[config.mk]
export PLATFORM = sky130hd
export DESIGN_NAME = psc_saturate
export DESIGN_NICKNAME = d
export VERILOG_FILES = /design/src/hdl/psc_pkg.sv /design/src/hdl/psc_saturate.sv
export SDC_FILE = /design/constraint.sdc
export NUM_CORES = 1
export LEC_CHECK = 0
export BUFFER_PORTS_ARGS = -buffer_cell sky130_fd_sc_hd__clkbuf_2
export CAP_MARGIN = 20
export CELL_PAD_IN_SITES_DETAIL_PLACEMENT = 1
export CELL_PAD_IN_SITES_GLOBAL_PLACEMENT = 1
export CORE_AREA = 2 2 94 96
export DETAILED_ROUTE_END_ITERATION = 10
export DIE_AREA = 0 0 96 98
export PLACE_DENSITY_LB_ADDON = 0.1
export SYNTH_ARGS = -nofsm -noshare
export SYNTH_HDL_FRONTEND = slang
export SYNTH_SLANG_ARGS = --single-unit
[constraint.sdc]
create_clock -name clk -period 1.8 [get_ports clk]
set_input_delay 0.18 -clock clk [delete_from_list [all_inputs] [get_ports clk]]
set_output_delay 0.18 -clock clk [all_outputs]
set_load 0.05 [all_outputs]
[src/hdl/psc_pkg.sv]
package psc_pkg;

  // Default parameter values for the top level
  localparam int SAMPLE_BITS_DEF   = 10;
  localparam int MAX_DEGREE_DEF    = 6;
  localparam int FRACTION_BITS_DEF = 32;

  // Register port
  localparam int DEGREE_W    = 3;
  localparam int CFG_INDEX_W = 3;
  localparam int COEFF_W     = 64;

  localparam logic [CFG_INDEX_W-1:0] REG_DEGREE     = 3'd0;
  localparam logic [CFG_INDEX_W-1:0] REG_COEFF_BASE = 3'd1;

  // Horner accumulator: signed, clamped to +/- 2**CLAMP_EXP after each step.
  // A clamped value stays far outside the 64-bit range for the remaining
  // steps (each step moves it by less than 2**63), and a zero sample
  // restarts it exactly from the coefficient, so the final saturation
  // decision and sign are the same as with an exact accumulator.
  localparam int ACC_W     = 70;
  localparam int CLAMP_EXP = 67;
  localparam int LIMB_W    = 32;
  localparam int HI_W      = ACC_W - 2 * LIMB_W;

  localparam logic [COEFF_W-1:0] SAT_MAX = {1'b0, {(COEFF_W-1){1'b1}}};
  localparam logic [COEFF_W-1:0] SAT_MIN = {1'b1, {(COEFF_W-1){1'b0}}};

  typedef logic signed [COEFF_W-1:0] coeff_t;
  typedef logic signed [ACC_W-1:0]   acc_t;

endpackage

[src/hdl/psc_saturate.sv]
module psc_saturate
  import psc_pkg::*;
(
  input  logic               clk,
  input  logic               rst,
  input  logic               in_valid,
  input  acc_t               in_acc,
  output logic               done,
  output logic [COEFF_W-1:0] calibrated,
  output logic               saturated
);

  logic fits;

  // Value fits when all bits from the 64-bit sign up are equal
  assign fits = (&in_acc[ACC_W-1:COEFF_W-1]) | ~(|in_acc[ACC_W-1:COEFF_W-1]);

  always_ff @(posedge clk) begin
    if (rst) begin
      done <= 1'b0;
    end else begin
      done <= in_valid;
    end
  end

  // Clip to the signed 64-bit range and flag it
  always_ff @(posedge clk) begin
    if (fits) begin
      calibrated <= in_acc[COEFF_W-1:0];
      saturated  <= 1'b0;
    end else begin
      calibrated <= in_acc[ACC_W-1] ? SAT_MIN : SAT_MAX;
      saturated  <= 1'b1;
    end
  end

endmodule

After elaboration in Yosys (flattened, before gate mapping) --
Cells that the tools add are included.
Cells by class: mux-type cells 3, bitwise operators 2, reduce and logical (&&, ||, !) cells 2
Operator list (number):
- 2-to-1 mux 64 bit | 2
- AND reduction 7 bit | 1
- OR reduction 7 bit | 1
- 2-to-1 mux 1 bit | 1
- inverter 1 bit | 1
- OR 1 bit | 1
Word-level totals: input port bits 73, output and inout bits 66, flip-flop bits (word level) 66

Depth between registers and ports, before layout --
word-level depth 4, mapped depth 5, gate-level depth less buffers 3

Worst setup path after synthesis --
Ideal clock, no wire load.
path kind input to register, start point input in_acc[66], end point register saturated, data arrival time 1.190 ns, library setup time 0.132 ns, data required time 1.668 ns, cell stages on the path 5, setup slack 0.478 ns, cells stage by stage or4_4 buf_6 buf_6 nor4_1 a21oi_1
Between the ends: longest elaborated chain between the ends 4
RTL lines:
- start, declared | line psc_saturate.sv:7 | input acc_t in_acc,
- OR reduction 7 bit | line psc_saturate.sv:16 | assign fits = (&in_acc[ACC_W-1:COEFF_W-1]) | ~(|in_acc[ACC_W-1:COEFF_W-1]);
- inverter 1 bit | line psc_saturate.sv:16
- OR 1 bit * | line psc_saturate.sv:16
- 2-to-1 mux 1 bit * | line psc_saturate.sv:28 | if (fits) begin
- end signal, assigned | line psc_saturate.sv:30 | saturated <= 1'b0;
- end signal, assigned | line psc_saturate.sv:33 | saturated <= 1'b1;
- end, declared | line psc_saturate.sv:10 | output logic saturated
Mark *: on every way between the ends. The rest lies on a longest branch, timed or not. A chain may end at the register's enable or synchronous reset.

Final worst setup path --
Ends and elaborated chain as after synthesis.

==> flow_metrics.tcl <==
set metrics [dict create \
    status "completed" \
    final_cell_area_sq_um 3850 \
    post_cts_resize_count 0 \
    max_cap_violations 0 \
    antenna-diode-count 0 \
    wirelength_mm 7.81 \
    drtIter0Drc 64 \
    die_h_um 98 \
    viasPerCell 5.30 \
    drv_slew 0 \
    p_per_area_nw_per_um2 949 \
    synthCells 234 \
    cts.sinks 66 \
    layout-drive-gt1-share_pct 61.4 \
    period_needed_ns 1.21 \
    num_rows 34 \
    dpl-instance-area_sq_um 3620 \
    setup_viol 0 \
    synthesis.nets 307 \
    path_class "in2reg" \
    relSlewSlack_pct 55.0 \
    clock-root-buffer "clkbuf_8" \
    clockBufferDepth 2 \
    pin_count 139 \
    vias 2508 \
    dieArea_sq_um 9410 \
    endpoint "saturated$_DFF_P_" \
    h-tree-depth 3 \
    min_period_over_period_pct 67.2 \
    track_usage_pct 16.9 \
    port_buffers 138 \
    clk_pin_slew_ns 0.08 \
    wire_per_inst_um 16.5 \
    critical_path_arrival_ns 1.41 \
    synth_seq_area_share_pct 46.1 \
    grt_pass1_wl_mm 12.2 \
    hp-class "in2reg" \
    ant_nets 0 \
    crit_start "in_acc[66]" \
    cts_buffers 9 \
    hold_viol 0 \
    initial_core_util_pct 33.9 \
    max_freq_ghz 0.827 \
    place.gp.congestion 0.675 \
    end_kind "register" \
    hpwl_mm 5.27 \
    dr.pass1.iters 4 \
    finalSetupTns_ns 0 \
    die_x_um 96 \
    core_sq_um 8470 \
    antenna_found_initial 0 \
    hp-start "in_valid" \
    cp_max_fo 27 \
    yosysUniqueCellTypes 14 \
    rsz0062_at_grt "no" \
    tightest_slew_ns 0.675 \
    peakVddDrop_v 0.000319 \
    cellLeakagePower_nw 1.43 \
    grt_max_degree 43 \
    yosysWarnings 0 \
    synth_seq_cells 66 \
    crit_path_start_kind "primary input" \
    cts_tree "yes" \
    area_delta_synth_final_pct 34.4 \
    syn_area_per_cell_sq_um 12.3 \
    drc 0 \
    first_global_vias 2443 \
    post_cts_buffers 0 \
    cp.required_ns 2.00 \
    final_net_count 433 \
    grt_overflow 0 \
    syn_area_sq_um 2870 \
]
-- where the power goes --
part           total [W]  switching [W]  internal (W)
clock network    0.00140       0.000583      0.000820
registers        0.00157      0.0000235       0.00154
logic           0.000686       0.000524      0.000163
total            0.00366        0.00113       0.00253
-- worst min path at each step --
stage	end	cells past startpoint
2_1_floorplan	done$_SDFF_PP0_	1
3_3_place_gp	done$_SDFF_PP0_	2
3_5_place_dp	done$_SDFF_PP0_	2
4_1_cts	calibrated[62]$_DFF_P_	2
5_1_grt	calibrated[25]$_DFF_P_	2
6_report	done$_SDFF_PP0_	2
-- routing by layer --
layer | routed length [um] | up-vias | GRT usage, %
li1 | - | 1190 | -
met1 | 3450 | 1226 | 21.5
met2 | 3660 | 83 | 25.9
met3 | 602 | 9 | 6.10
met4 | 100 | 0 | 6.26
met5 | 0 | - | 0
-- worst max-delay path, cell delays in order --
cell and delay (ns):
clkbuf_2 0.09, or4_4 0.55, buf_4 0.29, nor4_1 0.21, a21oi_1 0.08
-- metrics by stage --
step           std cells  setup WS [ns]  util (%)  hold slack [ns]  power (W)
4_1_cts              473          0.597      45.5           0.0428    0.00370
3_5_place_dp         456          0.250      42.8            0.347    0.00229
2_1_floorplan        234          0.478         -            0.252    0.00205
6_report             473          0.591      45.5           0.0605    0.00366
3_3_place_gp         456          0.281      42.8            0.338    0.00228
5_1_grt              473          0.487      45.5           0.0450    0.00382
-- what timing repair did --
| action | CTS | global route |
|---|---|---|
| hold buffers | 1 | 0 |
| endpoints found under the hold margin | 1 | 0 |
| endpoints found under the setup margin | 0 | 0 |
-- synth_stat cells --
library cell,n,share of area [%]
a21oi_1,1,0.17
buf_1,9,1.2
buf_2,4,0.70
buf_6,7,2.7
clkbuf_1,15,2.0
dfxtp_1,66,46
nand2_1,1,0.13
nand4_1,1,0.22
nor2_1,1,0.13
nor2b_1,1,0.22
nor4_1,5,1.1
nor4_2,59,26
o2bb2ai_1,63,19
or4_4,1,0.39
-- flip-flops by register name (all words and copies together), names as in the netlist --
signal and cells:
calibrated 64, saturated 1, done 1
-- kinds of logic after synthesis --
logic type,synth area share [%]
buffers and inverters,6.59
DFF,46.1
and+or+nand+nor,27.9
AOI/OAI and AO/OA,19.4
-- placed cells by master, fill, tap and decap left out, drive strengths merged, types with 2 or more instances in the layout --
| master | synthesis | final |
|---|---|---|
| clkinvlp | 0 | 2 |
| clkbuf | 15 | 148 |
| nor4 | 64 | 64 |
| buf | 20 | 13 |
| bufinv | 0 | 2 |
| dfxtp | 66 | 66 |
| o2bb2ai | 63 | 63 |
-- cell type report --
type,count,area [sq um]
Multi-Input combinational cell,133,1370
Fill cell,966,4610
Sequential cell,66,1320
Tap cell,108,135
Clock inverter,4,75.1
Clock buffer,12,145
Timing Repair Buffer,150,813
Power figures use the tool's default switching activity.
