## src/hdl/psc_pkg.sv

```systemverilog
package psc_pkg;

  // Default parameter values for the top level
  localparam int SAMPLE_BITS_DEF   = 10;
  localparam int MAX_DEGREE_DEF    = 6;
  localparam int FRACTION_BITS_DEF = 32;

  // Register port
  localparam int DEGREE_W    = 3;
  localparam int CFG_INDEX_W = 3;
  localparam int COEFF_W     = 64;

  localparam logic [CFG_INDEX_W-1:0] REG_DEGREE     = 3'd0;
  localparam logic [CFG_INDEX_W-1:0] REG_COEFF_BASE = 3'd1;

  // Horner accumulator: signed, clamped to +/- 2**CLAMP_EXP after each step.
  // A clamped value stays far outside the 64-bit range for the remaining
  // steps (each step moves it by less than 2**63), and a zero sample
  // restarts it exactly from the coefficient, so the final saturation
  // decision and sign are the same as with an exact accumulator.
  localparam int ACC_W     = 70;
  localparam int CLAMP_EXP = 67;
  localparam int LIMB_W    = 32;
  localparam int HI_W      = ACC_W - 2 * LIMB_W;

  localparam logic [COEFF_W-1:0] SAT_MAX = {1'b0, {(COEFF_W-1){1'b1}}};
  localparam logic [COEFF_W-1:0] SAT_MIN = {1'b1, {(COEFF_W-1){1'b0}}};

  typedef logic signed [COEFF_W-1:0] coeff_t;
  typedef logic signed [ACC_W-1:0]   acc_t;

endpackage

```

## src/hdl/psc_horner_stage.sv

```systemverilog
module psc_horner_stage
  import psc_pkg::*;
#(
  parameter int SAMPLE_BITS = SAMPLE_BITS_DEF
) (
  input  logic                   clk,
  input  logic                   rst,
  input  logic                   in_valid,
  input  logic [SAMPLE_BITS-1:0] in_x,
  input  acc_t                   in_acc,
  input  coeff_t                 coeff,
  output logic                   out_valid,
  output logic [SAMPLE_BITS-1:0] out_x,
  output acc_t                   out_acc
);

  localparam int PW  = ACC_W + SAMPLE_BITS;
  localparam int LPW = LIMB_W + SAMPLE_BITS;
  localparam int HPW = HI_W + SAMPLE_BITS + 1;

  localparam logic signed [PW-1:0] LIM_HI = PW'(1) <<< CLAMP_EXP;
  localparam logic signed [PW-1:0] LIM_LO = -LIM_HI;

  logic                   s1_valid;
  logic [SAMPLE_BITS-1:0] s1_x;
  logic [LPW-1:0]         s1_p0;
  logic [LPW-1:0]         s1_p1;
  logic signed [HPW-1:0]  s1_p2;

  logic [LPW-1:0]         p0;
  logic [LPW-1:0]         p1;
  logic signed [HPW-1:0]  p2;
  logic signed [PW-1:0]   sum;

  // Partial products of accumulator limbs by the sample
  assign p0 = in_acc[LIMB_W-1:0] * in_x;
  assign p1 = in_acc[2*LIMB_W-1:LIMB_W] * in_x;
  assign p2 = $signed(in_acc[ACC_W-1:2*LIMB_W]) * $signed({1'b0, in_x});

  always_ff @(posedge clk) begin
    if (rst) begin
      s1_valid <= 1'b0;
    end else begin
      s1_valid <= in_valid;
    end
  end

  always_ff @(posedge clk) begin
    s1_x  <= in_x;
    s1_p0 <= p0;
    s1_p1 <= p1;
    s1_p2 <= p2;
  end

  // Combine partial products and add the coefficient
  assign sum = (PW'(s1_p2) <<< (2 * LIMB_W)) + (PW'(s1_p1) << LIMB_W)
             + PW'(s1_p0) + PW'(coeff);

  always_ff @(posedge clk) begin
    if (rst) begin
      out_valid <= 1'b0;
    end else begin
      out_valid <= s1_valid;
    end
  end

  // Clamp far out-of-range values to keep the accumulator narrow
  always_ff @(posedge clk) begin
    out_x <= s1_x;
    if (sum > LIM_HI) begin
      out_acc <= ACC_W'(LIM_HI);
    end else if (sum < LIM_LO) begin
      out_acc <= ACC_W'(LIM_LO);
    end else begin
      out_acc <= ACC_W'(sum);
    end
  end

endmodule

```

## config.mk

```make
export PLATFORM = sky130hd
export DESIGN_NAME = psc_horner_stage
export DESIGN_NICKNAME = d
export VERILOG_FILES = /design/src/hdl/psc_pkg.sv /design/src/hdl/psc_horner_stage.sv
export SDC_FILE = /design/constraint.sdc
export NUM_CORES = 2
export LEC_CHECK = 0
export ABC_AREA = 0
export BUFFER_PORTS_ARGS = -buffer_cell sky130_fd_sc_hd__buf_2
export CAP_MARGIN = 20
export CELL_PAD_IN_SITES_DETAIL_PLACEMENT = 1
export CELL_PAD_IN_SITES_GLOBAL_PLACEMENT = 1
export CORE_MARGIN = 3
export CORE_UTILIZATION = 53
export DETAILED_ROUTE_END_ITERATION = 8
export PLACE_DENSITY_LB_ADDON = 0.1
export SYNTH_ARGS = -nofsm -noshare
export SYNTH_HDL_FRONTEND = slang
export SYNTH_SLANG_ARGS = --single-unit
```

## constraint.sdc

```tcl
create_clock -name clk -period 12 [get_ports clk]
set_clock_uncertainty 0.2 [all_clocks]
set_input_delay 0.6 -clock clk [delete_from_list [all_inputs] [get_ports clk]]
set_output_delay 0.6 -clock clk [all_outputs]
set_load 0.1 [all_outputs]
```

# After elaboration in Yosys (flattened, before gate mapping)
# Index checks and enable logic that the tools add are counted.
dict set report word_totals {
  regBits 192
  output_inout_bits 81
  elab_cells 19
}
dict set report classes {
  addsub 3
  n_mul 3
  n_lt_le_gt_ge 2
  n_mux 1
  reduce_logical 1
}
# cell count
set op_table {}
lappend op_table {{$mul A32 B10 Y42} 2}
lappend op_table {{$add A80 B42 Y80} 1}
lappend op_table {{$add A80 B74 Y80} 1}
lappend op_table {{$add A80 B80 Y80} 1}
lappend op_table {{$gt A80 B69 Y1 const B} 1}
lappend op_table {{$lt A80 B68 Y1 const B} 1}
lappend op_table {{$mux W70} 1}
lappend op_table {{$mul A6 B11 Y16} 1}
lappend op_table {{$reduce_or A2 Y1} 1}

# Logic depth before layout (Yosys ltp)
dict set report depth {
  word_depth 5
  depth_mapped 26
  depth_no_buf 24
}

# Least setup slack after synthesis
# No wires, ideal clock.
dict set report synth_timing {
  path_kind {input-to-reg}
  startpoint {in in_x[1]}
  endpoint {reg s1_p0[40]}
  setup_ns 0.062
  arrival_time_ns 6.431
  required_ns 11.738
  setup_slack_ns 5.307
  path_stages 24
  path_cell_list {clkbuf_1 clkbuf_1 nand2_1 fa_1 inv_1 fa_1 fa_1 fa_1 inv_1 fa_1 inv_1 ha_1 a21o_1 a21o_1 a21oi_1 o31ai_1 a22oi_1 o21ai_0 a41oi_1 o31ai_1 o21a_1 o21a_1 or4b_2 nand3_1}
}
dict set report synth_between {
  elab_chain_cells 1
}
# element line_no
set synth_lines {}
lappend synth_lines {{start: declaration} psc_horner_stage.sv:9} ;# input logic [SAMPLE_BITS-1:0] in_x,
lappend synth_lines {{$mul A32 B10 Y42} psc_horner_stage.sv:36} ;# assign p0 = in_acc[LIMB_W-1:0] * in_x;
lappend synth_lines {{net p0[40]} psc_horner_stage.sv:30} ;# logic [LPW-1:0] p0;
lappend synth_lines {{end signal: assignment} psc_horner_stage.sv:50} ;# s1_p0 <= p0;
lappend synth_lines {{end: declaration} psc_horner_stage.sv:26} ;# logic [LPW-1:0] s1_p0;
# The timed path passes the listed nets, and every way through them passes these cells.
# A chain may end at the register's enable or synchronous reset.

# Worst setup path after layout
dict set report layout_timing {
  startpoint {in in_x[1]}
  endpoint {reg s1_p0[41]}
}
# The elaborated chain is that of the path after synthesis.

==> impl_summary.log <==
[metrics] status: completed
[metrics] ys async rst share: 0%
[metrics] Fin. Hold Viols: 0
[metrics] clock sink count: 192
[metrics] number of gates on the worst path with buffers counted: 24
[metrics] Post-synth EDFFs: 0
[metrics] Worst Path Class, Setup: input port to flip-flop
[metrics] via count of the first global-routing pass: a little over 30000
[metrics] number of distinct library cell variants in the gate-level netlist after synthesis: ~80
[metrics] Commonest cells post-synth: fa_1 (530), inv_1 (505), nand2_1 (472)
[metrics] CTS tree: built
[metrics] crit path max-delay cell type: fa_1
[metrics] maximum clock frequency: between 100 and 150 MHz
[metrics] leading cell types by total area after synthesis: fa_1 (33%), ha_1 (13%), dfxtp_1 (12%)
[metrics] count of TritonRoute iterations in the first routing pass: 5
[metrics] Row Count: 90
[metrics] capture point of the worst reg-to-reg path: out_acc[34]
[metrics] maximum number of pins on one net before global-route repair: approximately 70
[metrics] critical path's most frequent cell: fa_1
[metrics] global placer's final weighted congestion: about 0.94
[metrics] Final Cycle Share: 63.92%
[metrics] DRC viols: 0
[metrics] sum of overflow across all layers after global routing: 0
[metrics] maximum number of buffers from clock root to sink: 2
[metrics] Post-DRT Antenna Nets: 0
[metrics] layout cell share with drive strength beyond 1: under 10%
[metrics] most numerous cell in the Yosys netlist: fa_1
[metrics] mean number of vias per cell: slightly below 6
[metrics] net count reported at finish: ~4800
[metrics] # resized after CTS: 0
[metrics] Worst Max-Slew Pin Slew: about 0.97 ns
[metrics] critical path endpoint category: flip-flop
[metrics] cell chain of the critical path: buf_2, buf_4, nand2_1, fa_1, inv_1, fa_1, ha_1, fa_1, inv_1, fa_1, inv_1, ha_1, and3_1, a221oi_1, a211oi_1, o21ai_0, nand4_1, a311oi_1, a22oi_1, a31oi_1, o211ai_1, a31o_2, a21oi_1, xnor2_1
[metrics] DIE WIDTH: around 250 um
[metrics] Syn. warnings: 0
[metrics] post-synthesis instance total: 3744
[metrics] register area share after synthesis: 11.78%
[metrics] final slew viol count: 0
[metrics] shortest clock period the worst path allows after layout: 7.670 ns
[metrics] Die Footprint: approximately 65000 sq um
[metrics] insertion delay of the later-clocked pin in the worst-skew pair: just under 0.5 ns
[metrics] CP Launch Point: in_x[1]
[metrics] Synth top area share: 32.51%
[metrics] number of buffers inserted during clock tree synthesis: 17
[metrics] Worst path max stage delay: approximately 0.56 ns
[metrics] Reg clk slew, reported paths: approximately 0.08 ns
[metrics] RSZ-0062 raised after global routing: no
[metrics] count of boundary I/O pins: ~230
[metrics] kind of start point of the critical path: input port
[metrics] cell family with most CP delay: compound AO/OA/AOI/OAI gates
[metrics] setup TNS: 0 ns
[metrics] total via count after detailed routing: ~27000
[metrics] crit-path max FO: 39
[metrics] antenna violations before repair: 9
[metrics] Syn Std Cell Area: about 33000 sq um
[metrics] Bufs and invs on worst path: 5
[metrics] hold bufs inserted after CTS: 0
[metrics] class of the tightest hold or removal check: input port to flip-flop
[metrics] synthesized flop and latch total: 192
[metrics] Routed WL: between 100000 and 150000 um
[metrics] Final setup violation count: 0
[metrics] max cap viols: 0
[metrics] Filler Cells Inserted: ~7200
[metrics] number of nets produced by synthesis: 4748
[metrics] Slew Limit Headroom: about a third
[metrics] post-synth top area cell: fa_1
[metrics] number of buffers inserted to repair setup after CTS: 0
[metrics] layout overhead on the synthesized area: 6.433%
[metrics] required time worst endpoint: approximately 12 ns
[metrics] start of the worst register-to-register path: s1_p0[1]
[metrics] CTS root buffer: clkbuf_16
[metrics] core box area: 60700 sq um
[metrics] syn_area_per_cell: roughly 8.7 sq um
[metrics] die height: 254.2 um
[metrics] Total Routing Usage GR: between 30% and 40%
[metrics] starting density of the core: 53.77%
[metrics] HPWL after detailed placement: 90900 um
[metrics] Worst Setup EP: s1_p0[41]
[metrics] average wire length per cell after detail routing: between 20 and 25 um
[metrics] setup slack, reg-to-reg: roughly 6 ns
[metrics] htree depth: 4
[metrics] global-route wire length before repair: approximately 170000 um
[metrics] Top FF cell, synth: dfxtp_1
[metrics] Worst R2R Path Depth: 16
[metrics] Port-buffer cells: 227
[metrics] drt initial violations: ~1600
[metrics] Data arrival, critical path: a little under 8 ns
==> layout by cell type, fill, tap and decap left out, types with 17 or more instances in the layout <==
cell type    n
fa_1       530
inv_1      505
nand2_1    472
and2_1     369
ha_1       327
buf_2      227
a21oi_1    220
dfxtp_1    192
nor2_1     122
xnor2_1    108
o21ai_0    101
a21o_1      72
xor2_1      47
nand4_1     46
nor3_1      36
nand3_1     36
o21bai_1    33
o21a_1      29
nand2b_1    25
nor2b_1     25
and3_1      20
a21boi_1    17
clkbuf_16   17
==> sequential cells by signal, indices dropped and copies added (netlist names) <==
signal	flops
s1_p0	42
s1_valid	1
out_acc	70
s1_p1	42
s1_p2	16
out_x	10
out_valid	1
s1_x	10
==> how the worst min path moves through the flow <==
stage                       start  slack [ns]        end  cells past startpoint
after floorplan           s1_x[0]        0.11   out_x[0]                      0
final                         rst        0.07   s1_valid                      2
after global routing          rst        0.07  out_valid                      2
after global placement    s1_x[0]        0.11   out_x[0]                      0
after detailed placement  s1_x[1]        0.12   out_x[1]                      0
after CTS                     rst        0.04  out_valid                      2
==> metrics by stage <==
stage          cell area (sq um)  worst slack [ns]  cells  util [%]  hold WS (ns)
2_1_floorplan              32640             5.307   3744         -        0.1096
3_3_place_gp               34080             4.132   4566     56.16        0.1099
3_5_place_dp               34080             3.912   4566     56.16        0.1157
4_1_cts                    34710             4.420   4598     57.19       0.04308
5_1_grt                    34740             3.858   4600     57.23       0.06789
6_report                   34740             4.330   4601     57.23       0.07093
==> metal layers <==
layer,routed length [um],track usage (%)
met5,24,0
met4,3738,11.78
met3,5658,4.589
met2,54320,61.00
met1,45970,44.46
==> layout make-up <==
| class | count | area [sq um] | area share [%] |
|---|---|---|---|
| Sequential cell | 192 | 3844 | 11.06 |
| Inverter | 505 | 1896 | 5.457 |
| Timing Repair Buffer | 243 | 1269 | 3.652 |
| Antenna cell | 2 | 5.005 | 0.01441 |
| Clock buffer | 17 | 425.4 | 1.225 |
| Multi-Input combinational cell | 2845 | 26120 | 75.18 |
| Tap cell | 782 | 978.4 | 2.817 |
| Clock inverter | 15 | 203.9 | 0.5871 |
==> kinds of logic (layout without fill, tap and decap cells) <==
group / after synthesis / count (layout) / synth area share [%]
buffers and inverters: 707 / 780 / 8.207
flip-flops: 192 / 192 / 11.78
AO/OA/AOI/OAI: 621 / 621 / 12.14
adder cells (fa/ha/maj): 857 / 857 / 45.04
multiplexers: 2 / 2 / 0.06134
XOR/XNOR: 155 / 155 / 4.159
other: 0 / 2 / 0
AND/OR/NAND/NOR: 1210 / 1210 / 18.62
Power is not shown: default switching activity piles up to over one toggle a cycle in this logic, so the estimate is an artifact.
