<file path="src/hdl/psc_pkg.sv">
package psc_pkg;

  // Default parameter values for the top level
  localparam int SAMPLE_BITS_DEF   = 10;
  localparam int MAX_DEGREE_DEF    = 6;
  localparam int FRACTION_BITS_DEF = 32;

  // Register port
  localparam int DEGREE_W    = 3;
  localparam int CFG_INDEX_W = 3;
  localparam int COEFF_W     = 64;

  localparam logic [CFG_INDEX_W-1:0] REG_DEGREE     = 3'd0;
  localparam logic [CFG_INDEX_W-1:0] REG_COEFF_BASE = 3'd1;

  // Horner accumulator: signed, clamped to +/- 2**CLAMP_EXP after each step.
  // A clamped value stays far outside the 64-bit range for the remaining
  // steps (each step moves it by less than 2**63), and a zero sample
  // restarts it exactly from the coefficient, so the final saturation
  // decision and sign are the same as with an exact accumulator.
  localparam int ACC_W     = 70;
  localparam int CLAMP_EXP = 67;
  localparam int LIMB_W    = 32;
  localparam int HI_W      = ACC_W - 2 * LIMB_W;

  localparam logic [COEFF_W-1:0] SAT_MAX = {1'b0, {(COEFF_W-1){1'b1}}};
  localparam logic [COEFF_W-1:0] SAT_MIN = {1'b1, {(COEFF_W-1){1'b0}}};

  typedef logic signed [COEFF_W-1:0] coeff_t;
  typedef logic signed [ACC_W-1:0]   acc_t;

endpackage

</file>
<file path="src/hdl/psc_cfg_regs.sv">
module psc_cfg_regs
  import psc_pkg::*;
#(
  parameter int MAX_DEGREE    = MAX_DEGREE_DEF,
  parameter int FRACTION_BITS = FRACTION_BITS_DEF
) (
  input  logic                   clk,
  input  logic                   rst,
  input  logic                   wr_en,
  input  logic [CFG_INDEX_W-1:0] wr_index,
  input  logic [COEFF_W-1:0]     wr_data,
  output coeff_t                 eff_coeff [MAX_DEGREE+1]
);

  logic [DEGREE_W-1:0] degree;
  coeff_t              coeff [MAX_DEGREE+1];
  logic [DEGREE_W-1:0] degree_eff;

  // Hold degree and coefficients; ignore writes to unused indexes
  always_ff @(posedge clk) begin
    if (rst) begin
      degree <= DEGREE_W'(1);
      for (int k = 0; k <= MAX_DEGREE; k++) begin
        coeff[k] <= (k == 1) ? (COEFF_W'(1) << FRACTION_BITS) : '0;
      end
    end else if (wr_en) begin
      if (wr_index == REG_DEGREE) begin
        degree <= wr_data[DEGREE_W-1:0];
      end
      for (int k = 0; k <= MAX_DEGREE; k++) begin
        if (wr_index == REG_COEFF_BASE + CFG_INDEX_W'(k)) begin
          coeff[k] <= wr_data;
        end
      end
    end
  end

  // Limit degree to what the pipeline holds
  assign degree_eff = (degree > DEGREE_W'(MAX_DEGREE)) ? DEGREE_W'(MAX_DEGREE) : degree;

  // Zero coefficients above the degree
  always_comb begin
    for (int k = 0; k <= MAX_DEGREE; k++) begin
      eff_coeff[k] = (DEGREE_W'(k) <= degree_eff) ? coeff[k] : '0;
    end
  end

endmodule

</file>
<file path="config.mk">
export PLATFORM = sky130hd
export DESIGN_NAME = psc_cfg_regs
export DESIGN_NICKNAME = d
export VERILOG_FILES = /design/src/hdl/psc_pkg.sv /design/src/hdl/psc_cfg_regs.sv
export SDC_FILE = /design/constraint.sdc
export NUM_CORES = 1
export LEC_CHECK = 0
export BUFFER_PORTS_ARGS = -buffer_cell sky130_fd_sc_hd__buf_2
export CELL_PAD_IN_SITES_DETAIL_PLACEMENT = 1
export CELL_PAD_IN_SITES_GLOBAL_PLACEMENT = 2
export CORE_ASPECT_RATIO = 2
export CORE_MARGIN = 2
export CORE_UTILIZATION = 35
export CTS_BUF_LIST = sky130_fd_sc_hd__clkbuf_2 sky130_fd_sc_hd__clkbuf_4 sky130_fd_sc_hd__clkbuf_8
export DETAILED_ROUTE_END_ITERATION = 10
export GPL_TIMING_DRIVEN = 0
export PLACE_DENSITY_LB_ADDON = 0.08
export SKIP_LAST_GASP = 1
export SLEW_MARGIN = 25
export SYNTH_ARGS = -nofsm -noshare
export SYNTH_HDL_FRONTEND = slang
export SYNTH_SLANG_ARGS = --single-unit
</file>
<file path="constraint.sdc">
create_clock -name clk -period 3.4 [get_ports clk]
set_input_delay 0.34 -clock clk [delete_from_list [all_inputs] [get_ports clk]]
set_output_delay 0.34 -clock clk [all_outputs]
set_load 0.02 [all_outputs]
</file>
## After elaboration in Yosys (flattened, before gate mapping)

Memory sizes are Yosys's and may differ from the RTL's.
Cells that the tools add are included.

| word-level totals | value |
|---|---|
| register bits after elaboration | 3 |
| memory bits (writable) | 448 |
| output and inout bits | 448 |
| memories kept | 1 |

| cells by class | value |
|---|---|
| magnitude comparators | 8 |
| equal/unequal tests | 7 |
| multiplexer cells | 45 |
| bitwise operators | 7 |
| reduce and logical (&&, ||, !) cells | 2 |

Memory list:

| name | words | width | rd ports | clocked after Yosys merged registers in | write ports | RTL line | RTL |
|---|---|---|---|---|---|---|---|
| coeff | 7 | 64 | 7 | 0 | 7 | psc_cfg_regs.sv:16 | `coeff_t coeff [MAX_DEGREE+1];` |

Operators by type and width:

| operator | count |
|---|---|
| two-way mux 64 bit | 14 |
| two-way mux 1 bit | 30 |
| equality test 3 bit (second input constant) | 4 |
| <= comparator 3 bit (first input constant) | 3 |
| bitwise OR 1 bit | 7 |
| equality test 3 x 2 -> 1 bit (second input constant) | 2 |
| <= comparator 1 x 3 -> 1 bit (first input constant) | 2 |
| <= comparator 2 x 3 -> 1 bit (first input constant) | 2 |
| equality test 3 x 1 -> 1 bit (second input constant) | 1 |
| > comparator 3 bit (second input constant) | 1 |
| zero test 3 bit | 1 |
| two-way mux 3 bit | 1 |
| AND reduction 2 bit | 1 |

## Logic depth before layout (Yosys ltp)

Gate-level depths: netlist of run 1.

| logic depth | value |
|---|---|
| depth after elaboration | 6 |
| mapped depth | 4 |

## Worst setup path after synthesis of run 1

Ideal clock, no wire load.

| timing path | value |
|---|---|
| kind | in2reg |
| start point | in rst |
| end point | mem coeff[1][0] (netlist name) (enable) |
| library setup time | 432 ps |
| data arrival time | 2349 ps |
| required time | 2968 ps |
| setup slack | 618 ps |
| stages | 3 |
| cells stage by stage | buf_2 > clkbuf_1 > nand2b_1 |

RTL lines:

| element | RTL line | RTL |
|---|---|---|
| from (decl) | psc_cfg_regs.sv:8 | `input logic rst,` |
| to (decl) | psc_cfg_regs.sv:16 |  |

==> results of run 1 <==
==> cell type report <==
| cell class | instances | share of cell area [%] |
|---|---|---|
| inverter | 64 | 0.9950 |
| sequential | 451 | 55.97 |
| timing repair buffer | 525 | 11.39 |
| antenna | 9 | 0.09328 |
| clock buffer | 91 | 4.643 |
| multi-input combinational | 857 | 20.09 |
| buffer | 168 | 2.658 |
| tap | 676 | 3.503 |
| clock inverter | 27 | 0.6581 |
==> metal layers <==
layer  global-route usage, %  wire (um)
met1                   26.05      24640
met2                   44.95      36910
met3                   8.391       6196
met4                   12.86       3399
met5                       0         37
==> state kept, by name (all words and copies together), names as in the netlist <==
signal,cells
coeff,448
degree,3
==> cell usage in the layout (no fill, tap or decap), types with 2 or more instances in the layout <==
| cell | instances |
|---|---|
| clkinvlp_4 | 2 |
| dfxtp_1 | 3 |
| buf_2 | 524 |
| inv_1 | 64 |
| and2_1 | 128 |
| nand2b_1 | 66 |
| edfxtp_1 | 448 |
| clkbuf_8 | 70 |
| diode_2 | 9 |
| mux2i_1 | 3 |
| nand2b_4 | 6 |
| buf_12 | 6 |
| nand4bb_1 | 3 |
| clkbuf_1 | 131 |
| and2b_1 | 74 |
| clkinv_1 | 14 |
| clkinv_2 | 7 |
| nor2b_1 | 118 |
| clkbuf_4 | 21 |
| nor3b_1 | 63 |
| dlygate4sd3_1 | 2 |
| nand4b_1 | 3 |
| nor2_1 | 322 |
| buf_1 | 28 |
| and3_1 | 64 |
| inv_6 | 3 |
==> how the worst max path moves through the flow <==
stage	end	slack, ps	cells after the start
after floorplan	coeff[1][0]	620	3
after global placement	coeff[0][13]	-960	4
after detailed placement	eff_coeff[19]	680	5
after CTS	eff_coeff[74]	130	4
after global routing	eff_coeff[19]	150	4
final	eff_coeff[46]	330	4
==> metrics by stage <==
| step | cells | util [%] | setup WS, ps | power, W | hold slack [ps] |
|---|---|---|---|---|---|
| after global routing | 2865 | 44.41 | 150.0 | 0.01254 | 43.82 |
| after detailed placement | 2739 | 41.99 | 677.5 | 0.007852 | 615.2 |
| after floorplan | 1540 | - | 618.3 | 0.007301 | 501.2 |
| after CTS | 2859 | 44.38 | 126.2 | 0.01227 | 12.10 |
| final | 2868 | 44.42 | 332.8 | 0.01211 | 80.08 |
| after global placement | 2732 | 41.58 | -964.0 | 0.007825 | 575.1 |
==> repair_timing <==
item / 4_1_cts / 5_1_grt
hold buffers: 2 / 0
resized for setup: 1 / 0
endpoints found under the hold margin: 2 / 0
setup endpoints to repair: 2 / 0
==> where the power goes <==
group	total (W)	internal [W]	switching [W]	leakage (nW)
sequential	0.00659	0.00650	0.0000880	4.36
combinational	0.00112	0.000319	0.000801	5.55
clock	0.00440	0.00223	0.00218	0.677
total	0.0121	0.00905	0.00307	10.6
==> cell usage after synthesis (all sizes together) <==
cell | count | share of area, %
a21oi | 1 | 0.026
a41o | 1 | 0.052
and2 | 128 | 4.2
and2b | 74 | 2.9
and3 | 64 | 2.1
buf | 36 | 0.76
clkbuf | 132 | 2.6
dfxtp | 3 | 0.31
edfxtp | 448 | 70
inv | 64 | 1.3
mux2i | 3 | 0.16
nand2b | 72 | 2.3
nand4b | 3 | 0.14
nand4bb | 3 | 0.18
nor2 | 323 | 6.3
nor2b | 118 | 3.9
nor3 | 1 | 0.085
nor3b | 63 | 2.5
o21a | 1 | 0.039
or3 | 1 | 0.033
or4b | 1 | 0.052
==> cells by family after synthesis <==
group | share of synthesized area [%]
and+or+nand+nor | 24.64
AOI/OAI and AO/OA | 0.1175
muxes | 0.1567
buffers and inverters | 4.595
DFF | 70.49
==> worst reg2reg max path, stage by stage, from the launching register on <==
cell	delay, ps
dfxtp_1	540
clkbuf_1	410
nand2b_1	100
mux2i_1	130
==> impl_metrics.json, run 1 <==
{
  "period_needed_ps": 3067,
  "ctsLongestPathBuffers": 3,
  "core_mm2": 0.05435,
  "finalWeightedCongestion": 0.8139,
  "num_rows": 121,
  "nNetsFinal": 2203,
  "drt-initial-drc-count": 820,
  "ys_warn_count": 0,
  "fp.dieH_um": 335.0,
  "ys_ff_latch": 451,
  "postSynthCellCount": 1540,
  "hold_viol_final": 0,
  "post_route_cells_drive_above_1_share_pct": 29.59,
  "dr.pass1.iters": 5,
  "groute.usage.overall_pct": 25.19,
  "ir_drop_uv": 317.2,
  "antenna_found_initial": 12,
  "slew_headroom_pct": 48.01,
  "min_from": "wr_data[37]",
  "num-fill-cells": 6012,
  "root_buffer": "clkbuf_8",
  "r2r_end": "degree[1]",
  "slew_violations": 0,
  "min_path_type": "in2reg",
  "rrSetupSlack_ps": 2140,
  "detail-route-antenna-nets": 0,
  "routed-via-count": 13679,
  "worst_pin_slew_ps": 777.3,
  "yosysSeqAreaShare_pct": 70.49,
  "place.detailed.hpwl_mm": 53.62,
  "power_density_mw_per_mm2": 501.7,
  "path_clk_slew_ps": 70,
  "crit_path_cell_trace": "clkbuf_1, clkbuf_1, and3_1, buf_2",
  "critPathLaunchType": "register",
  "grt_max_degree": 42,
  "cp_num_buf_inv": 3,
  "postCtsSetupBuffers": 0,
  "finalWirelength_mm": 71.19,
  "overflow": 0,
  "finalClockSkew_ps": 0,
  "wire_per_inst_um": 24.82,
  "grt_pass1_wl_mm": 101.0,
  "place_area_mm2": 0.02282,
  "finalCritPeriodShare_pct": 90.21,
  "crit_arrival_ps": 2730,
  "path_max_fanout": 11,
  "start_util_pct": 35.27,
  "syn_nets": 1610,
  "synth_area_per_cell_um2": 12.45,
  "finalSetupViolations": 0,
  "clk_latency_ps": 620,
  "critPathLaunch": "degree[1]",
  "cpLargestDelayFamily": "buffers and inverters",
  "timing.rr.start": "degree[1]",
  "critPathMaxStageDelay_ps": 620,
  "io_pins": 518,
  "die_x_um": 169.5,
  "cts_num_sinks": 451,
  "htree_levels": 3,
  "remaining_drc_errors": 0,
  "hold_depth": 2,
  "r2r_cells": 3,
  "cp_slowest_cell": "clkbuf_1",
  "required_ps": 3060,
  "endpoint_kind": "output pin",
  "rsz0062_at_grt": "false",
  "cp_common_cell": "clkbuf_1",
  "worst_hold_path.endpoint": "coeff[1][37]",
  "max_clock_freq_ghz": 0.3260,
  "dieArea_mm2": 0.05677,
  "cts_tree": "yes",
  "synthDistinctLibCells": 22,
  "cellLeakagePower_nw": 10.59,
  "status": "finished clean",
  "io_buffer_count": 516,
  "register_area_mm2": 0.01351,
  "routed_via_density": 4.770,
  "cap_violations": 0,
  "grt_pass1_vias": 14755,
  "multiInputGateArea_mm2": 0.004851,
  "syn_area_mm2": 0.01917,
  "crit_type": "reg2out",
  "final_area_mm2": 0.02414,
  "area_delta_synth_final_pct": 25.95,
  "tns_ps": 0,
  "cts_made_buffers": 66
}
(Power assumes the default switching activity.)
==> run 2, diff against run 1 <==
--- a/config.mk
+++ b/config.mk
@@ -10,7 +10,7 @@
 export CELL_PAD_IN_SITES_GLOBAL_PLACEMENT = 2
 export CORE_ASPECT_RATIO = 2
 export CORE_MARGIN = 2
-export CORE_UTILIZATION = 35
+export CORE_UTILIZATION = 38
 export CTS_BUF_LIST = sky130_fd_sc_hd__clkbuf_2 sky130_fd_sc_hd__clkbuf_4 sky130_fd_sc_hd__clkbuf_8
 export DETAILED_ROUTE_END_ITERATION = 10
 export GPL_TIMING_DRIVEN = 0
==> constraint.sdc (replaced) <==
create_clock -name clk -period 3.9 [get_ports clk]
set_input_delay 0.39 -clock clk [delete_from_list [all_inputs] [get_ports clk]]
set_output_delay 0.39 -clock clk [all_outputs]
set_load 0.02 [all_outputs]
==> run 2 against run 1 <==
- clock power decreased by 15%
- via count increased by 0.71%
- first-iteration DRC count decreased by 24%
- register-to-register slack improved by 130 ps
- setup slack improved by 240 ps
- clock skew unchanged
- total power decreased by 14%
- largest cell class unchanged
- combinational power decreased by 14%
==> impl_metrics.json, run 2 (synthesis gave the netlist of run 1 again) <==
{
  "finalWirelength_mm": 69.36,
  "met1_length_mm": 23.90,
  "final_area_mm2": 0.02406,
  "place_inst": 2714,
  "min_path_type": "in2reg",
  "dr.pass1.iters": 5,
  "antenna_found_initial": 9,
  "p_total_w": 0.01047,
  "final_cells": 2840,
  "wl_met3_mm": 5.978,
  "routed_via_density": 4.851,
  "layout_commonest_cell": "buf_2",
  "cts_resized": 0,
  "status": "finished clean",
  "cts_num_sinks": 451,
  "post_route_cells_drive_above_1_share_pct": 29.20,
  "io_pins": 518,
  "finalSetupViolations": 0,
  "largest_register_ffs": 448,
  "slew_violations": 0,
  "remaining_drc_errors": 0,
  "grt_max_degree": 41,
  "largest-register": "coeff",
  "mostFrequentLayoutCells": "524 x buf_2, 448 x edfxtp_1, 322 x nor2_1, 132 x clkbuf_1, 128 x and2_1",
  "ir_drop_uv": 251.4,
  "required_ps": 3510,
  "root_buffer": "clkbuf_8",
  "overflow": 0,
  "worst_pin_slew_ps": 1025,
  "finalWeightedCongestion": 0.8158,
  "finalClockSkew_ps": 0,
  "wl_met2_mm": 36.16,
  "period_needed_ps": 3325,
  "io_buffer_count": 516,
  "routed-via-count": 13776,
  "fp.dieH_um": 321.6,
  "grt_pass1_wl_mm": 98.88,
  "critPathLaunchType": "register",
  "slew_headroom_pct": 31.70,
  "top_layer_used": "met5",
  "wire_per_inst_um": 24.42,
  "clk_latency_ps": 640,
  "start_util_pct": 38.39,
  "detail-route-antenna-nets": 0,
  "dp_slack_ps": 1215,
  "crit_arrival_ps": 2940,
  "rsz0062_at_grt": "false",
  "groute.usage.overall_pct": 26.51,
  "finalWorstSetupSlack_ps": 574.6,
  "dieArea_mm2": 0.05237,
  "cellLeakagePower_nw": 10.56,
  "max_clock_freq_ghz": 0.3007,
  "crit_type": "reg2out",
  "num-fill-cells": 5548,
  "hold_viol_final": 0,
  "nNetsFinal": 2204,
  "endpoint_kind": "output pin",
  "place.detailed.hpwl_mm": 52.70,
  "cap_violations": 0,
  "largestRegisters": "coeff (448), degree (3)",
  "place_area_mm2": 0.02280,
  "path_max_fanout": 10,
  "cts_tree": "yes",
  "ctsLongestPathBuffers": 3,
  "htree_levels": 3,
  "power_density_mw_per_mm2": 435.3,
  "finalCritPeriodShare_pct": 85.27,
  "path_clk_slew_ps": 60,
  "drt-initial-drc-count": 625,
  "postCtsSetupBuffers": 0,
  "cts_made_buffers": 67,
  "die_x_um": 162.8,
  "num_rows": 116,
  "core_mm2": 0.04993,
  "cts_hold_buf": 0,
  "grt_pass1_vias": 15033,
  "area_delta_synth_final_pct": 25.51
}
run 2: cell types whose count changed in the layout (fill, tap and decap cells not counted), sizes merged:
cell         previous run  this run
buf                   559       561
clkbuf                223       217
clkinv                 21        32
diode                   9         6
dlygate4sd3             2         0
inv                    67        64
run 2: path summary, 6_finish.rpt:
path / startpoint / end / slack (ps) / depth (start not counted)
worst max-delay path: degree[2] / eff_coeff[0] / 570 / 5
worst min register to register: degree[0] / degree[0] / 600 / 2
worst max register to register: degree[2] / degree[2] / 2270 / 4
worst min-delay path: wr_data[0] / degree[0] / 40 / 3
run 2: area by class of cell:
| type | count | area (um2) | area share, % |
|---|---|---|---|
| well taps | 649 | 812.0 | 3.375 |
| plain buffers | 168 | 640.6 | 2.663 |
| inverters | 64 | 240.2 | 0.9985 |
| clock inverters | 35 | 173.9 | 0.7229 |
| clock buffers | 85 | 1070 | 4.446 |
| repair buffers | 525 | 2756 | 11.46 |
| flip-flops and latches | 451 | 13510 | 56.17 |
| diodes | 6 | 15.01 | 0.06241 |
| multi-input cells | 857 | 4838 | 20.11 |
run 2: metal layers:
layer	GRT usage [%]	vias up
li1	-	6261
met1	27.15	6769
met2	47.97	604
met3	8.486	136
met4	13.12	6
met5	0	-
run 2: report_power, final:
group	total [W]	internal (W)	switching (W)
clock	0.00376	0.00186	0.00189
combinational	0.000968	0.000278	0.000690
sequential	0.00575	0.00567	0.0000775
total	0.0105	0.00781	0.00266
run 2: stage by stage:
step	utilization, %	setup TNS, ps	hold slack, ps
2_1_floorplan	-	0	548.2
3_3_place_gp	45.19	-90620	576.0
3_5_place_dp	45.67	0	593.1
4_1_cts	48.16	0	7.032
5_1_grt	48.18	0	64.78
6_report	48.19	0	42.93
run 2: worst max-delay path, stage by stage (launching register included):
cell      delay (ps)
dfxtp_1          300
buf_2            190
clkbuf_1         790
clkbuf_1         470
and3_1           340
buf_2            200
==> run 3, diff against run 2 <==
--- a/config.mk
+++ b/config.mk
@@ -14,7 +14,7 @@
 export CTS_BUF_LIST = sky130_fd_sc_hd__clkbuf_2 sky130_fd_sc_hd__clkbuf_4 sky130_fd_sc_hd__clkbuf_8
 export DETAILED_ROUTE_END_ITERATION = 10
 export GPL_TIMING_DRIVEN = 0
-export PLACE_DENSITY_LB_ADDON = 0.08
+export PLACE_DENSITY_LB_ADDON = 0.1
 export SKIP_LAST_GASP = 1
 export SLEW_MARGIN = 25
 export SYNTH_ARGS = -nofsm -noshare
==> run 3 against run 2 <==
- global-route usage increased by 0.092 points
- register-to-register slack improved by 40 ps
- clock power decreased by 2%
- count of clock-buffer cells in the layout decreased by 3
- clock skew unchanged
- sequential share of layout area about the same
- cell area about the same
- via count increased by 0.20%
- critical path type unchanged
- critical endpoint is now eff_coeff[55]
- largest cell class unchanged
==> impl_metrics.json, run 3 (synthesis gave the netlist of run 1 again) <==
{
  "status": "finished clean",
  "hold_viol_final": 0,
  "remaining_drc_errors": 0,
  "path_max_fanout": 10,
  "cts_hold_buf": 1,
  "place.detailed.hpwl_mm": 53.04,
  "crit_path_cell_trace": "buf_2, clkbuf_1, clkbuf_1, and3_1, buf_2",
  "cellLeakagePower_nw": 10.55,
  "ir_drop_uv": 258.9,
  "finalWirelength_mm": 69.86,
  "htree_levels": 3,
  "area_delta_synth_final_pct": 25.43,
  "crit_type": "reg2out",
  "finalCritPeriodShare_pct": 85.90,
  "final_area_mm2": 0.02404,
  "drt-initial-drc-count": 674,
  "finalCoreUtilization_pct": 48.16,
  "num_rows": 116,
  "grt_max_degree": 39,
  "ctsLongestPathBuffers": 3,
  "crit_arrival_ps": 2960,
  "cap_violations": 0,
  "start_util_pct": 38.39,
  "postCtsSetupBuffers": 0,
  "critPathLaunch": "degree[2]",
  "cts_made_buffers": 67,
  "largest-register": "coeff",
  "period_needed_ps": 3350,
  "endpoint": "eff_coeff[55]",
  "grt_pass1_wl_mm": 98.53,
  "worst_pin_slew_ps": 967.0,
  "max_clock_freq_ghz": 0.2985,
  "detail-route-antenna-nets": 0,
  "critPathMaxStageDelay_ps": 740,
  "required_ps": 3510,
  "io_pins": 518,
  "path_clk_slew_ps": 70,
  "cp_slowest_cell": "clkbuf_1",
  "whs_ps": 97.51,
  "finalSetupViolations": 0,
  "core_mm2": 0.04993,
  "die_x_um": 162.8,
  "largestRegisters": "coeff (448), degree (3)",
  "cts_tree": "yes",
  "antenna_found_initial": 11,
  "post_route_cells_drive_above_1_share_pct": 29.23,
  "wire_per_inst_um": 24.63,
  "clk_latency_ps": 640,
  "mostFrequentLayoutCells": "524 x buf_2, 448 x edfxtp_1, 322 x nor2_1, 132 x clkbuf_1, 128 x and2_1",
  "tns_ps": 0,
  "r2r_end": "degree[2]",
  "slew_headroom_pct": 35.53,
  "io_buffer_count": 516,
  "fp.dieH_um": 321.6,
  "r2r_cells": 4,
  "cts_num_sinks": 451,
  "overflow": 0,
  "dieArea_mm2": 0.05237,
  "layout_commonest_cell": "buf_2",
  "finalWorstSetupSlack_ps": 549.9,
  "grt_pass1_vias": 14855,
  "min_path_type": "in2reg",
  "routed_via_density": 4.867,
  "largest_register_ffs": 448,
  "slew_violations": 0,
  "finalClockSkew_ps": 0,
  "rsz0062_at_grt": "false",
  "nNetsFinal": 2205,
  "critPathLaunchType": "register",
  "timing.rr.start": "degree[2]",
  "rrSetupSlack_ps": 2310,
  "root_buffer": "clkbuf_8",
  "dr.pass1.iters": 5,
  "dp_slack_ps": 1145,
  "routed-via-count": 13803,
  "place_area_mm2": 0.02280,
  "cts_resized": 0,
  "groute.usage.overall_pct": 26.60,
  "finalWeightedCongestion": 0.8007,
  "power_density_mw_per_mm2": 432.8,
  "num-fill-cells": 5485,
  "endpoint_kind": "output pin"
}
-- run 3: cell types whose count changed in the layout (fill, tap and decap cells not counted), sizes merged --
cell         previous run  this run
clkbuf                217       214
dlygate4sd3             0         1
clkinv                 32        25
diode                   6        11
-- run 3: layout make-up --
class                           count  area (um2)  share of cell area [%]
Buffer                            168       640.6                   2.664
Sequential cell                   451       13510                   56.20
Multi-Input combinational cell    857        4838                   20.12
Clock buffer                       82        1054                   4.382
Inverter                           64       240.2                  0.9991
Tap cell                          649       812.0                   3.377
Timing Repair Buffer              526        2770                   11.52
Clock inverter                     28       148.9                  0.6192
Antenna cell                       11       27.53                  0.1145
-- run 3: metal layers --
| metal | GRT usage [%] | share of wire (%) | vias to the layer above |
|---|---|---|---|
| li1 | - | - | 6261 |
| met1 | 27.64 | 35 | 6823 |
| met2 | 48.53 | 53 | 583 |
| met3 | 7.584 | 8.1 | 136 |
| met4 | 12.84 | 4.7 | 0 |
| met5 | 0 | 0 | - |
-- run 3: how the worst min path moves through the flow --
stage / start / endpoint / slack [ps] / depth (start not counted)
3_3_place_gp: degree[0] / degree[0] / 580 / 2
2_1_floorplan: degree[0] / degree[0] / 550 / 2
3_5_place_dp: degree[0] / degree[0] / 590 / 2
4_1_cts: wr_data[32] / coeff[1][32] / 50 / 2
5_1_grt: wr_data[32] / coeff[1][32] / 90 / 2
6_report: wr_data[32] / coeff[1][32] / 100 / 2
-- run 3: where the power goes --
group	switching (W)	internal (W)
clock	0.00185	0.00183
combinational	0.000695	0.000279
sequential	0.0000778	0.00567
total	0.00262	0.00778
-- run 3: through the flow --
stage                     std cells  total power, W
after global routing           2831         0.01077
after global placement         2705        0.006809
after CTS                      2825         0.01051
after detailed placement       2714        0.006842
final                          2836         0.01041
after floorplan                1540        0.006365
-- run 3: critical path: cells and delay by family (launching register included) --
family	cells	cell delay [ps]
flip-flops	1	320
buffers and inverters	4	1660
AND/OR/NAND/NOR	1	340
